==> config.mk <==
export PLATFORM = sky130hd
export DESIGN_NAME = two_class_fifo_oldest_first
export DESIGN_NICKNAME = d
export VERILOG_FILES = /design/src/rtl/tcf_pkg.sv /design/src/rtl/two_class_fifo_oldest_first.sv
export SDC_FILE = /design/constraint.sdc
export NUM_CORES = 1
export LEC_CHECK = 0
export BUFFER_PORTS_ARGS = -buffer_cell sky130_fd_sc_hd__buf_4
export CORE_MARGIN = 2
export CORE_UTILIZATION = 30
export CTS_BUF_LIST = sky130_fd_sc_hd__clkbuf_16
export CTS_CLUSTER_SIZE = 8
export DETAILED_ROUTE_END_ITERATION = 12
export MAX_ROUTING_LAYER = met4
export SLEW_MARGIN = 20
export SYNTH_ARGS = -nofsm -noshare
export SYNTH_HDL_FRONTEND = slang
export SYNTH_SLANG_ARGS = --single-unit
==> constraint.sdc <==
create_clock -name clk -period 9.8 [get_ports clk]
set_clock_uncertainty 0.2 [all_clocks]
set_input_delay 0.98 -clock clk [delete_from_list [all_inputs] [get_ports clk]]
set_output_delay 0.98 -clock clk [all_outputs]
set_load 0.1 [all_outputs]
==> src/rtl/tcf_pkg.sv <==
// ----------------------------------------------------------------------------
// tcf_pkg
// Shared constants and types for the two-class oldest-first FIFO.
// ----------------------------------------------------------------------------
package tcf_pkg;

  localparam int QUEUE_DEPTH = 16;
  localparam int ID_BITS     = 16;
  localparam int FIELD_W     = 16;
  localparam int SEQ_W       = 6;
  localparam int PTR_W       = (QUEUE_DEPTH > 1) ? $clog2(QUEUE_DEPTH) : 1;
  localparam int CNT_W       = $clog2(QUEUE_DEPTH + 1);
  localparam int ENTRY_W     = SEQ_W + ID_BITS;

  localparam logic       CMD_ENQ     = 1'b0;
  localparam logic       CMD_DEQ     = 1'b1;
  localparam logic [1:0] WANT_ANY    = 2'd0;
  localparam logic [1:0] WANT_A      = 2'd1;
  localparam logic [1:0] WANT_B      = 2'd2;
  localparam logic [1:0] WANT_NONE   = 2'd3;
  localparam logic       STAT_DEQ    = 1'b0;
  localparam logic       STAT_DROP   = 1'b1;

  typedef logic [PTR_W-1:0]   ptr_t;
  typedef logic [CNT_W-1:0]   cnt_t;
  typedef logic [SEQ_W-1:0]   seq_t;
  typedef logic [ENTRY_W-1:0] entry_t;

  typedef enum logic {
    ST_IDLE,
    ST_DEQ
  } state_t;

endpackage

==> src/rtl/two_class_fifo_oldest_first.sv <==
// ----------------------------------------------------------------------------
// two_class_fifo_oldest_first
// Two FIFOs of signed IDs; dequeue by class or oldest-first across both.
// ----------------------------------------------------------------------------
// Input channel (in_valid / in_stall): in_cmd selects enqueue or dequeue.
// An enqueue puts in_item_id in queue A when positive, else in queue B, and
// tags it with a 6-bit arrival number. A full queue drops the ID and returns
// it with out_status set. A dequeue pops the head of A, of B, or the head of
// earlier arrival number mod 64; an empty dequeue gives no transaction.
// Result channel (out_valid / out_stall): out_id and out_status, held in an
// output register until taken.
// An enqueue is written into its queue when accepted, and a dropped ID appears
// on the next cycle. A dequeue reads the head entries out of the entry
// memories into registers as it enters ST_DEQ, where the pop is decided and
// written to the output register. The block takes 1 enqueue per cycle
// unless the receiver stalls a held result, and no request while in ST_DEQ.
// When the receiver stalls with a result held, in_stall rises and the block
// waits. Reset empties both queues and zeroes the arrival number; the entry
// memories are not cleared.
// ----------------------------------------------------------------------------
module two_class_fifo_oldest_first (
  input  logic                         clk,
  input  logic                         rst_n,
  input  logic                         in_valid,
  output logic                         in_stall,
  input  logic                         in_cmd,
  input  logic signed [tcf_pkg::FIELD_W-1:0] in_item_id,
  input  logic [1:0]                   in_want_class,
  output logic                         out_valid,
  input  logic                         out_stall,
  output logic signed [tcf_pkg::FIELD_W-1:0] out_id,
  output logic                         out_status
);
  import tcf_pkg::*;

  state_t state_r, state_nxt;

  ptr_t a_head_r, a_head_nxt, b_head_r, b_head_nxt;
  cnt_t a_cnt_r, a_cnt_nxt, b_cnt_r, b_cnt_nxt;
  seq_t arr_r, arr_nxt;
  logic [1:0] want_r, want_nxt;

  logic                      out_valid_r, out_valid_nxt;
  logic signed [FIELD_W-1:0] out_id_r, out_id_nxt;
  logic                      out_status_r, out_status_nxt;

  entry_t a_mem [QUEUE_DEPTH];
  entry_t b_mem [QUEUE_DEPTH];
  entry_t a_rd_r, b_rd_r;

  logic   a_we, b_we;
  ptr_t   a_tail, b_tail;
  entry_t wr_entry;

  logic                      accept;
  logic                      out_free;
  logic signed [ID_BITS-1:0] enq_id;
  logic                      enq_cls_a;
  logic                      deq_hit;
  logic                      take_a;
  seq_t                      seq_diff;
  logic signed [ID_BITS-1:0] pop_id;

  function automatic ptr_t ptr_add(ptr_t base, cnt_t offs);
    logic [CNT_W:0] sum;
    sum = {1'b0, CNT_W'(base)} + {1'b0, offs};
    if (sum >= (CNT_W+1)'(QUEUE_DEPTH)) begin
      sum = sum - (CNT_W+1)'(QUEUE_DEPTH);
    end
    return PTR_W'(sum);
  endfunction

  assign out_free  = !(out_valid_r && out_stall);
  assign in_stall  = (state_r != ST_IDLE) || !out_free;
  assign accept    = in_valid && !in_stall;
  assign enq_id    = ID_BITS'(in_item_id);
  assign enq_cls_a = (enq_id != '0) && !enq_id[ID_BITS-1];
  assign a_tail    = ptr_add(a_head_r, a_cnt_r);
  assign b_tail    = ptr_add(b_head_r, b_cnt_r);
  assign wr_entry  = {arr_r, enq_id};
  assign seq_diff  = b_rd_r[ENTRY_W-1:ID_BITS] - a_rd_r[ENTRY_W-1:ID_BITS];

  always_comb begin
    deq_hit = 1'b0;
    unique case (in_want_class)
      WANT_ANY: deq_hit = (a_cnt_r != '0) || (b_cnt_r != '0);
      WANT_A:   deq_hit = (a_cnt_r != '0);
      WANT_B:   deq_hit = (b_cnt_r != '0);
      default:  deq_hit = 1'b0;
    endcase
  end

  always_comb begin
    take_a = 1'b0;
    unique case (want_r)
      WANT_A:  take_a = 1'b1;
      WANT_B:  take_a = 1'b0;
      default: begin
        if (a_cnt_r == '0) begin
          take_a = 1'b0;
        end else if (b_cnt_r == '0) begin
          take_a = 1'b1;
        end else begin
          take_a = (seq_diff != '0) && !seq_diff[SEQ_W-1];
        end
      end
    endcase
    pop_id = take_a ? ID_BITS'(a_rd_r[ID_BITS-1:0]) : ID_BITS'(b_rd_r[ID_BITS-1:0]);
  end

  always_comb begin
    state_nxt = state_r;
    unique case (state_r)
      ST_IDLE: begin
        if (accept && in_cmd == CMD_DEQ && deq_hit) begin
          state_nxt = ST_DEQ;
        end
      end
      ST_DEQ: begin
        if (out_free) begin
          state_nxt = ST_IDLE;
        end
      end
      default: state_nxt = ST_IDLE;
    endcase
  end

  always_comb begin
    a_we           = 1'b0;
    b_we           = 1'b0;
    a_head_nxt     = a_head_r;
    b_head_nxt     = b_head_r;
    a_cnt_nxt      = a_cnt_r;
    b_cnt_nxt      = b_cnt_r;
    arr_nxt        = arr_r;
    want_nxt       = want_r;
    out_valid_nxt  = out_valid_r && out_stall;
    out_id_nxt     = out_id_r;
    out_status_nxt = out_status_r;
    unique case (state_r)
      ST_IDLE: begin
        if (accept && in_cmd == CMD_ENQ) begin
          if (enq_cls_a && a_cnt_r != CNT_W'(QUEUE_DEPTH)) begin
            a_we      = 1'b1;
            a_cnt_nxt = a_cnt_r + 1'b1;
            arr_nxt   = arr_r + 1'b1;
          end else if (!enq_cls_a && b_cnt_r != CNT_W'(QUEUE_DEPTH)) begin
            b_we      = 1'b1;
            b_cnt_nxt = b_cnt_r + 1'b1;
            arr_nxt   = arr_r + 1'b1;
          end else begin
            out_valid_nxt  = 1'b1;
            out_id_nxt     = FIELD_W'(enq_id);
            out_status_nxt = STAT_DROP;
          end
        end else if (accept) begin
          want_nxt = in_want_class;
        end
      end
      ST_DEQ: begin
        if (out_free) begin
          out_valid_nxt  = 1'b1;
          out_id_nxt     = FIELD_W'(pop_id);
          out_status_nxt = STAT_DEQ;
          if (take_a) begin
            a_head_nxt = ptr_add(a_head_r, CNT_W'(1));
            a_cnt_nxt  = a_cnt_r - 1'b1;
          end else begin
            b_head_nxt = ptr_add(b_head_r, CNT_W'(1));
            b_cnt_nxt  = b_cnt_r - 1'b1;
          end
        end
      end
      default: ;
    endcase
  end

  always_ff @(posedge clk) begin
    if (a_we) begin
      a_mem[a_tail] <= wr_entry;
    end
    if (b_we) begin
      b_mem[b_tail] <= wr_entry;
    end
    a_rd_r <= a_mem[a_head_r];
    b_rd_r <= b_mem[b_head_r];
  end

  always_ff @(posedge clk) begin
    if (!rst_n) begin
      state_r     <= ST_IDLE;
      a_head_r    <= '0;
      b_head_r    <= '0;
      a_cnt_r     <= '0;
      b_cnt_r     <= '0;
      arr_r       <= '0;
      out_valid_r <= 1'b0;
    end else begin
      state_r     <= state_nxt;
      a_head_r    <= a_head_nxt;
      b_head_r    <= b_head_nxt;
      a_cnt_r     <= a_cnt_nxt;
      b_cnt_r     <= b_cnt_nxt;
      arr_r       <= arr_nxt;
      out_valid_r <= out_valid_nxt;
    end
  end

  always_ff @(posedge clk) begin
    want_r       <= want_nxt;
    out_id_r     <= out_id_nxt;
    out_status_r <= out_status_nxt;
  end

  assign out_valid  = out_valid_r;
  assign out_id     = out_id_r;
  assign out_status = out_status_r;

endmodule

# Word level (Yosys, flattened, before mapping)
# Memory sizes are Yosys's and may differ from the RTL's. A register that Yosys moved wholly into a read port is not among the register bits.
# Cells that the tools add are included.
[word_totals]
reg_bits = 45
word_cells = 129
ramBits = 704
n_memories = 2
input_bits = 23
out_inout_bits = 19
[classes]
n_eq_ne = 14
bitwise_logic = 5
reduce_logical = 30
n_lt_le_gt_ge = 4
muxes = 50
add_sub_neg = 14
[mem_list]
columns = ["name", "depth", "word_bits", "read_ports", "rd_clocked_by_memory_dff", "write_ports", "line_no", "source"]
rows = [
  ["a_mem", 16, 22, 1, 1, 1, "two_class_fifo_oldest_first.sv:47", "entry_t a_mem [QUEUE_DEPTH];"],
  ["b_mem", 16, 22, 1, 1, 1, "two_class_fifo_oldest_first.sv:48", "entry_t b_mem [QUEUE_DEPTH];"],
]
[ops]
columns = ["cell", "count"]
rows = [
  ["$mux 16", 5],
  ["$mux 5", 9],
  ["$pmux 16 s2", 1],
  ["$mux 1", 22],
  ["$pmux 5 s2", 2],
  ["$mux 4", 4],
  ["$reduce_bool 16->1", 1],
  ["$sub 4x1->4 const B", 4],
  ["$ne 2x2->1 const B", 7],
  ["$add 4x5->6", 2],
  ["$ge 6x5->1 const B", 2],
  ["$mux 6", 2],
  ["$reduce_and 3->1", 4],
  ["$add 4x1->5 const B", 2],
  ["$add 5x1->5 const B", 2],
  ["$ge 5x5->1 const B", 2],
  ["$logic_not 5->1", 2],
  ["$ne 5x5->1 const B", 2],
  ["$reduce_bool 5->1", 2],
  ["$sub 5x1->5 const B", 2],
  ["$logic_and 1x1->1", 9],
  ["$pmux 1 s2", 4],
  ["$reduce_and 4->1", 2],
  ["$add 6x1->6 const B", 1],
  ["other kinds (12)", 22],
]

# Longest topological paths before layout
# Gate-level depths: netlist of run 1.
[depth]
ltp_word = 10
ltp_mapped = 12
mapped_depth_nobuf = 10

# Worst setup path before layout of run 1
# OpenSTA, ideal clock, no wires.
[synth_path]
kind = "input -> register"
start = "input port out_stall"
end = "memory a_mem[12][0] (netlist bit), enable pin"
required_ps = 9171
arrival_ps = 3809
setup_slack_ps = 5362
n_path_buf = 0
setup_time_ps = 429
stages = 7
path_cell_list = "a21oi_1 -> inv_1 -> nor2_1 -> nand3_1 -> nor2_1 -> nand2_1 -> nor3_1"
[synth_via]
elab_chain_cells = 9
[synth_rtl]
columns = ["item", "line_no", "source"]
rows = [
  ["from (decl)", "two_class_fifo_oldest_first.sv:30", "input logic out_stall,"],
  ["$logic_and 1x1->1", "two_class_fifo_oldest_first.sv:73", "assign out_free = !(out_valid_r && out_stall);"],
  ["$logic_or 1x1->1", "two_class_fifo_oldest_first.sv:74", "assign in_stall = (state_r != ST_IDLE) || !out_free;"],
  ["via in_stall", "two_class_fifo_oldest_first.sv:25", "output logic in_stall,"],
  ["$logic_not 1->1", "two_class_fifo_oldest_first.sv:75", "assign accept = in_valid && !in_stall;"],
  ["$logic_and 1x1->1", "two_class_fifo_oldest_first.sv:75", ""],
  ["$logic_and 1x1->1", "two_class_fifo_oldest_first.sv:142", "if (accept && in_cmd == CMD_ENQ) begin"],
  ["$mux 1", "two_class_fifo_oldest_first.sv:142", ""],
  ["$mux 1", "two_class_fifo_oldest_first.sv:140", "unique case (state_r)"],
  ["$mux 1", "two_class_fifo_oldest_first.sv:179", "if (a_we) begin"],
  ["$mux 1 (implied by the code)", "two_class_fifo_oldest_first.sv:180", "a_mem[a_tail] <= wr_entry;"],
  ["to (decl)", "two_class_fifo_oldest_first.sv:47", ""],
]
# The timed path passes the listed nets, and every way through them passes these cells.

# Final worst setup path of run 1
[layout_path]
start = "register a_head_r[1]"
end = "memory a_mem[10][4] (netlist bit), enable pin"
[layout_via]
elab_chain_cells = 3
word_cells_on_any_way = 4
cone_classes = "add/sub (2); order compare (1); mux (1)"
[layout_rtl]
columns = ["item", "line_no", "source"]
rows = [
  ["from (decl)", "two_class_fifo_oldest_first.sv:38", "ptr_t a_head_r, a_head_nxt, b_head_r, b_head_nxt;"],
  ["from (signal assigned)", "two_class_fifo_oldest_first.sv:200", "a_head_r <= a_head_nxt;"],
  ["$add 4x5->6 *", "two_class_fifo_oldest_first.sv:66", "sum = {1'b0, CNT_W'(base)} + {1'b0, offs};"],
  ["$ge 6x5->1 or $sub 4x1->4 (tied branches)", "two_class_fifo_oldest_first.sv:67, two_class_fifo_oldest_first.sv:68", ""],
  ["$mux 4 *", "two_class_fifo_oldest_first.sv:67", "if (sum >= (CNT_W+1)'(QUEUE_DEPTH)) begin"],
]
# Every way passes the cells marked *; elsewhere a longest branch is shown, timed or not.

==> impl_results.md, run 1 <==
* Run status: finished, final reports clean
* Setup crit end kind: flop
* Sequential Area at 23100 um2
* Worst-Margin Slew at 1.16 ns
* Number of design rule violations left after detail routing at 0
* Routed len/inst at ~24 um
* Synthesis warning total at 0
* Buffers on Ports at 41
* Height of the die at 325 um
* Synthesized netlist net count at between 1500 and 2000
* EDFF count, synth at approximately 720
* Path category of the worst min-delay check: input port to flop
* Sequence of cells on the critical path: buf_4 > ha_1 > a21o_1 > a21oi_1 > xor2_1 > nand2_1 > nor2_2 > buf_4
* Clock latency on the worst-skew pair at 0.67 ns
* Cell with the most instances after synthesis: sky130_fd_sc_hd__edfxtp_1
* Setup TNS at 0 ns
* Area of the die at 106000 um2
* Most common cell type on the critical path: sky130_fd_sc_hd__buf_4
* Fraction of the core area covered by cells at the end of the flow at between 30% and 40%
* Count of state elements after synthesis at between 700 and 800
* Share of total power in combinational logic at 2.4%
* Share of the synthesized area in the top cell type at ~70%
* Rows at 117
* F_max at around 230 MHz
* Slew Limit Headroom at a little under a quarter
* Synth cell count leaders: sky130_fd_sc_hd__edfxtp_1, sky130_fd_sc_hd__mux2i_1, sky130_fd_sc_hd__nand2_1
* Count of mapped cells out of synthesis at around 1700
* Number of buffers added by the clock tree synthesis step at between 100 and 150
* Top cell type by total area after synthesis: sky130_fd_sc_hd__edfxtp_1
* HPWL reported at the end of detailed placement at 44300 um
* Crit path time final at roughly 4.4 ns
* Quantity of gates resized following cts at 0
* Area of the multi-input gates at between 7000 and 8000 um2
* Clock Pin Slew Worst Setup and Hold Paths at around 0.050 ns
* Vias at 16482
* H-Tree Level Count at 3
* Post-CTS Hold Buffers at 0
* Arrival time worst endpoint at about 4.6 ns
* Placeable core region at 102000 um2
* Max rail drop VDD at between 0.0001 and 0.00015 V
* Cells taking the most area after synthesis: sky130_fd_sc_hd__edfxtp_1, sky130_fd_sc_hd__mux4_2, sky130_fd_sc_hd__mux2i_1
* Count of maximum capacitance violations at 0
* Net count of the finished layout at 1892
* Synth async-reset ratio at 0%
* Largest net degree at the start of global routing at ~120
* Part of the power in registers at ~51%
* Initial cell density of the core at 30.3%
* Final period utilization at 45.2%
* CP peak stage delay at 0.87 ns
* Buffers inserted by post-CTS timing repair at 0
* Total routing usage reported by global routing at around 15%
* Net load switching power at between 0.0015 and 0.002 W
* Leading register cell type out of synthesis: sky130_fd_sc_hd__edfxtp_1
* RSZ-0062 raised after global routing: no
* Count of unique library cells instantiated by Yosys at 52
* Pwr Density at about 200 nW/um2
* Wire length of the first global-routing pass at 115000 um
* First-pass DRT Iterations at 5
* Layout cells sized above 1 at 20.4%
* Filler cells at 9551
* Clock tree from TritonCTS: built
* Type of the setup path with the least slack: flop to flop
* Sequential area share after synthesis at between 70% and 80%
* Leftover overflow at the end of global routing at 0
* Antenna violations before repair at 0
* Slew Viols, Final at 0
* Die W at roughly 320 um
* Clock sink total at between 700 and 800
* Total power at approximately 0.0073 W
* Vias in the first global route at approximately 17000
* Sw frac at a little over a fifth
* Gp weighted congestion at 0.802
* CP max FO at 31
* Setup-failing EPs final at 0
* Area growth from synthesis to layout at 17.5%
* Mean Syn Cell Area at approximately 18 um2
* Total internal power at between 0.005 and 0.006 W
* Vias per Instance at 4.99
* Worst hold margin at about 0.33 ns
* Leakage power at between 10 and 15 nW
* Clock power share at around 46%
* Clock root cell: sky130_fd_sc_hd__clkbuf_16
* Crit-path slowest cell: sky130_fd_sc_hd__nor2_2
* Startpoint kind of the worst setup timing path: flop
* Fin. Hold Viols at 0
* Final routed wirelength across all metal layers at 78000 um
* Antenna Nets Post-Route at 0
* Maximum buffer depth of the clock tree at 3
* Drt first-iter violations at between 1500 and 2000
* Synth Cell Area at a little over 30000 um2
* Post-route cell area at about 36000 um2
* Area after detailed placement at 33100 um2
* Boundary pin count at 42
* Crit path required time at between 9 and 10 ns
## critical path, delay by kind of cell (launching register included)
kind                     cells  cell delay (ns)
buffers and inverters        2             1.03
AND/OR/NAND/NOR              2             1.07
adder cells (fa/ha/maj)      1             0.34
XOR/XNOR                     1             0.23
flip-flops                   1             0.78
AO/OA/AOI/OAI                2             0.42
## sequential cells by signal, indices dropped and copies added, names as in the netlist
register / cells
a_mem: 352
b_mem: 352
a_rd_r: 22
b_rd_r: 22
out_id: 16
arr_r: 6
a_cnt_r: 5
b_cnt_r: 5
a_head_r: 4
b_head_r: 4
want_r: 2
out_status: 1
out_valid: 1
state_r: 1
## metrics by stage
stage | worst slack, ns | instances
6_report | 5.37 | 3306
2_1_floorplan | 5.36 | 1717
5_1_grt | 5.16 | 3305
3_5_place_dp | 5.00 | 3099
4_1_cts | 5.33 | 3304
3_3_place_gp | 5.06 | 3099
## metal layers
| metal | wire length [um] | share of wire [%] | global-route usage [%] |
|---|---|---|---|
| met5 | 0 | 0 | - |
| met2 | 37100 | 47 | 23.4 |
| met4 | 1950 | 2.5 | 4.96 |
| met3 | 4550 | 5.8 | 2.06 |
| met1 | 34500 | 44 | 20.5 |
## cells by family (layout without fill, tap and decap cells)
family          Yosys count  in the layout  share of synthesized area (%)
compound gates          283            283                           6.00
xor+xnor                 24             24                          0.681
fa+ha+maj                26             26                           1.18
buf+inv                 114            334                           1.56
flops                   793            793                           74.8
mux                     281            281                           12.8
other cells               0              1                              0
simple gates            196            196                           2.91
## power by group through the flow
stage               registers [W]   logic, W  clock network, W
detailed placement        0.00379   0.000176                 0
global placement          0.00379   0.000171                 0
floorplan                 0.00379  0.0000847                 0
global route              0.00372   0.000192           0.00357
CTS                       0.00372   0.000177           0.00343
finish                    0.00372   0.000177           0.00337
## path summary, 6_finish.rpt
| kind | startpoint | to | slack, ns | depth (start not counted) |
|---|---|---|---|---|
| setup / recovery | a_head_r[1]$_SDFFE_PN0P_ | a_mem[10][4]$_DFFE_PP_ | 5.37 | 8 |
| hold / removal | in_want_class[0] | want_r[0]$_DFFE_PP_ | 0.33 | 1 |
| setup reg to reg | a_head_r[1]$_SDFFE_PN0P_ | a_mem[10][4]$_DFFE_PP_ | 5.37 | 8 |
| hold reg to reg | b_cnt_r[3]$_SDFFE_PN0P_ | b_cnt_r[3]$_SDFFE_PN0P_ | 0.35 | 2 |
## layout make-up
| class | count | share of cell area, % |
|---|---|---|
| Clock inverter | 96 | 1.21 |
| Timing Repair Buffer | 97 | 2.05 |
| Multi-Input combinational cell | 810 | 20.4 |
| Antenna cell | 1 | 0.00690 |
| Tap cell | 1368 | 4.72 |
| Inverter | 32 | 0.331 |
| Sequential cell | 793 | 63.7 |
| Clock buffer | 109 | 7.52 |
## cells in the final DEF, fill, tap and decap left out, drive strengths merged, types with 4 or more instances in the layout
| master | n |
|---|---|
| a21o | 6 |
| a21oi | 57 |
| a221oi | 44 |
| a22oi | 60 |
| and2 | 9 |
| and3 | 4 |
| buf | 97 |
| clkbuf | 109 |
| clkinv | 5 |
| dfxtp | 70 |
| edfxtp | 723 |
| fa | 5 |
| ha | 21 |
| inv | 122 |
| mux2 | 37 |
| mux2i | 156 |
| mux4 | 88 |
| nand2 | 98 |
| nand2b | 15 |
| nand3 | 6 |
| nand4 | 4 |
| nor2 | 32 |
| nor2b | 7 |
| nor3 | 11 |
| nor4 | 4 |
| o21ai | 101 |
| xnor2 | 15 |
| xor2 | 9 |
(Power assumes the default switching activity.)
==> inputs of run 2 (changes only) <==
==> constraint.sdc (replaced) <==
create_clock -name clk -period 4.3 [get_ports clk]
set_clock_uncertainty 0.2 [all_clocks]
set_input_delay 0.43 -clock clk [delete_from_list [all_inputs] [get_ports clk]]
set_output_delay 0.43 -clock clk [all_outputs]
set_load 0.1 [all_outputs]
==> run 2 against run 1 <==
- routed wire length decreased by 3.7%
- hold slack got worse by 0.30 ns
- clock power increased by 130%
- sequential power increased by 130%
- highest routed layer unchanged
==> impl_results.md, run 2 (synthesized netlist as in run 1, its figures left out) <==
* Leakage power at 11.9 nW (was 11.8 nW)
* First-pass DRT Iterations at 5 (unchanged)
* Antenna Nets Post-Route at 0 (unchanged)
* Area of the die at 106000 um2 (unchanged)
* Routed len/inst at 22.7 um (was 23.6 um)
* Wire length of the first global-routing pass at 112000 um (was 115000 um)
* H-Tree Level Count at 3 (unchanged)
* Initial cell density of the core at 30.3% (unchanged)
* Leftover overflow at the end of global routing at 0 (unchanged)
* Quantity of gates resized following cts at 0 (unchanged)
* Count of maximum capacitance violations at 0 (unchanged)
* Biggest registers after layout: a_mem (352), b_mem (352) (unchanged)
* Min-Delay Path Depth at 1 (unchanged)
* F_max at between 300 and 400 MHz
* Drt first-iter violations at 1552 (was 1756)
* Filler cells at 9485 (was 9551)
* Antenna violations before repair at 2 (was 0)
* Maximum buffer depth of the clock tree at 3 (unchanged)
* Clock latency on the worst-skew pair at 0.65 ns (was 0.67 ns)
* Gp weighted congestion at 0.785 (was 0.802)
* Number of buffers added by the clock tree synthesis step at 109 (unchanged)
* Slew Viols, Final at 0 (unchanged)
* Clock Pin Slew Worst Setup and Hold Paths at 0.05 ns (about the same)
* Crit path time final at ~3.3 ns
* Number of placed instances with taps included at 3127 (was 3099)
* Worst reg-to-reg path cell count at 6 (was 8)
* Placeable core region at 102000 um2 (unchanged)
* Worst reg-to-reg setup slack at 1.02 ns (was 5.37 ns)
* Final routed wirelength across all metal layers at 75100 um (was 78000 um)
* Boundary pin count at 42 (unchanged)
* Startpoint of the most critical setup path: out_stall (was a_head_r[1]$_SDFFE_PN0P_)
* R2r endpoint: a_rd_r[8]$_DFF_P_ (was a_mem[10][4]$_DFFE_PP_)
* Finished Layout Cells at 3315 (was 3306)
* Run status: finished, final reports clean (unchanged)
* Clock tree from TritonCTS: built (unchanged)
* Pwr Density at 452 nW/um2 (was 200 nW/um2)
* Worst hold margin at 0.0230 ns (was 0.326 ns)
* Clock root cell: sky130_fd_sc_hd__clkbuf_16 (unchanged)
* Die W at 325 um (unchanged)
* Fin. Hold Viols at 0 (unchanged)
* Final period utilization at around three quarters
* Largest net degree at the start of global routing at 137 (was 116)
* Sequence of cells on the critical path: dlygate4sd3_1 > buf_4 > a21oi_1 > inv_1 > nor2_1 > nand3_1 > nor2_1 > nand2_1 > nor2_2 > buf_4 (was buf_4 > ha_1 > a21o_1 > a21oi_1 > xor2_1 > nand2_1 > nor2_2 > buf_4)
* Source of the worst hold timing path: in_item_id[11] (was in_want_class[0])
* CP max FO at 12 (was 31)
* HPWL reported at the end of detailed placement at 44600 um (was 44300 um)
* Post-CTS Hold Buffers at 7 (was 0)
* Endpoint, Worst Hold: a_mem[15][11]$_DFFE_PP_ (was want_r[0]$_DFFE_PP_)
* Layout cells sized above 1 at 21.7% (was 20.4%)
* Crit path required time at 4.44 ns (was 9.93 ns)
* Setup crit end kind: flop (unchanged)
* Clock sink total at 793 (unchanged)
* Buffers inserted by post-CTS timing repair at 0 (unchanged)
* Leading cell types in the layout, fill and taps excluded: sky130_fd_sc_hd__edfxtp_1, sky130_fd_sc_hd__mux2i_1, sky130_fd_sc_hd__buf_4, sky130_fd_sc_hd__clkbuf_16, sky130_fd_sc_hd__nand2_1 (was sky130_fd_sc_hd__edfxtp_1, sky130_fd_sc_hd__mux2i_1, sky130_fd_sc_hd__inv_1, sky130_fd_sc_hd__clkbuf_16, sky130_fd_sc_hd__nand2_1)
* Type of the setup path with the least slack: input port to flop (was flop to flop)
* Height of the die at 325 um (unchanged)
* Crit-path slowest cell: sky130_fd_sc_hd__nor2_2 (unchanged)
* Startpoint kind of the worst setup timing path: input port (was flop)
* Rows at 117 (unchanged)
* Net count of the finished layout at 1926 (was 1892)
* Buffers on Ports at 41 (unchanged)
* Path category of the worst min-delay check: input port to flop (unchanged)
* Slew Limit Headroom at 29.4% (was 22.8%)
* Area growth from synthesis to layout at 18.4% (was 17.5%)
* Source of the worst register-to-register timing path: a_head_r[1]$_SDFFE_PN0P_ (unchanged)
* Vias at 16405 (was 16482)
* Max rail drop VDD at 0.000333 V (was 0.000129 V)
* CP peak stage delay at 0.70 ns (was 0.87 ns)
* Total routing usage reported by global routing at 14.5% (was 15.1%)
* Arrival time worst endpoint at 3.42 ns (was 4.56 ns)
* RSZ-0062 raised after global routing: no (unchanged)
* Vias per Instance at 4.95 (was 4.99)
* Number of design rule violations left after detail routing at 0 (unchanged)
* Most common cell after layout, fill and taps aside: sky130_fd_sc_hd__edfxtp_1 (unchanged)
* Setup TNS at 0 ns (unchanged)
* Setup-failing EPs final at 0 (unchanged)
* Vias in the first global route at 16857 (was 16892)
* Worst-Margin Slew at 1.06 ns (was 1.16 ns)
run 2: cell count changes in the layout (fill, tap and decap cells not counted), sizes merged:
cell         change
buf             +27
clkbuf           +1
clkinvlp         -1
dlygate4sd3      +7
inv             -25
run 2: power by group:
group          switching [W]  internal (W)  leakage (nW)
Sequential         0.0000333       0.00846          7.09
Combinational       0.000285      0.000140          3.05
Clock                0.00308       0.00454          1.74
Total                0.00340        0.0131          11.9
run 2: per-layer routing:
| metal | vias up | part of all wire [%] | wire length (um) | track usage [%] |
|---|---|---|---|---|
| met5 | - | 0 | 0 | - |
| met3 | 145 | 7.2 | 5420 | 2.49 |
| met1 | 8450 | 42 | 31500 | 18.7 |
| met2 | 625 | 47 | 35600 | 22.6 |
| met4 | 0 | 3.5 | 2630 | 6.15 |
| li1 | 7185 | - | - | - |
run 2: how the worst max path moves through the flow:
stage	end	slack [ns]	cells after the start
3_5_place_dp	b_mem[0][8]$_DFFE_PP_	0.81	10
2_1_floorplan	a_mem[12][0]$_DFFE_PP_	0.03	7
4_1_cts	out_id[4]$_DFFE_PP_	0.99	10
5_1_grt	a_rd_r[2]$_DFF_P_	0.82	6
3_3_place_gp	b_mem[0][11]$_DFFE_PP_	0.86	10
6_report	a_mem[7][9]$_DFFE_PP_	1.02	10
run 2: area by class of cell:
type	count	area (um2)	share of cell area (%)
Antenna cell	1	2.50	0.00684
Clock buffer	110	2750	7.53
Clock inverter	70	339	0.927
Inverter	32	120	0.329
Multi-Input combinational cell	810	7400	20.2
Sequential cell	793	23100	63.2
Tap cell	1368	1710	4.68
Timing Repair Buffer	131	1110	3.05
run 2: critical path: cells and delay by family:
kind                   cells  cell delay (ns)
AND/OR/NAND/NOR            5             1.56
AO/OA/AOI/OAI              1             0.19
buffers and inverters      4             1.22
run 2: metrics by stage:
step	setup slack [ns]	power (W)	util [%]	instance area [um2]
after floorplan	0.0257	0.00884	-	30900
after global placement	0.865	0.00905	32.8	33400
after detailed placement	0.808	0.00906	32.8	33400
after CTS	0.987	0.0167	35.9	36600
after global routing	0.823	0.0170	35.9	36600
final	1.02	0.0165	35.9	36600
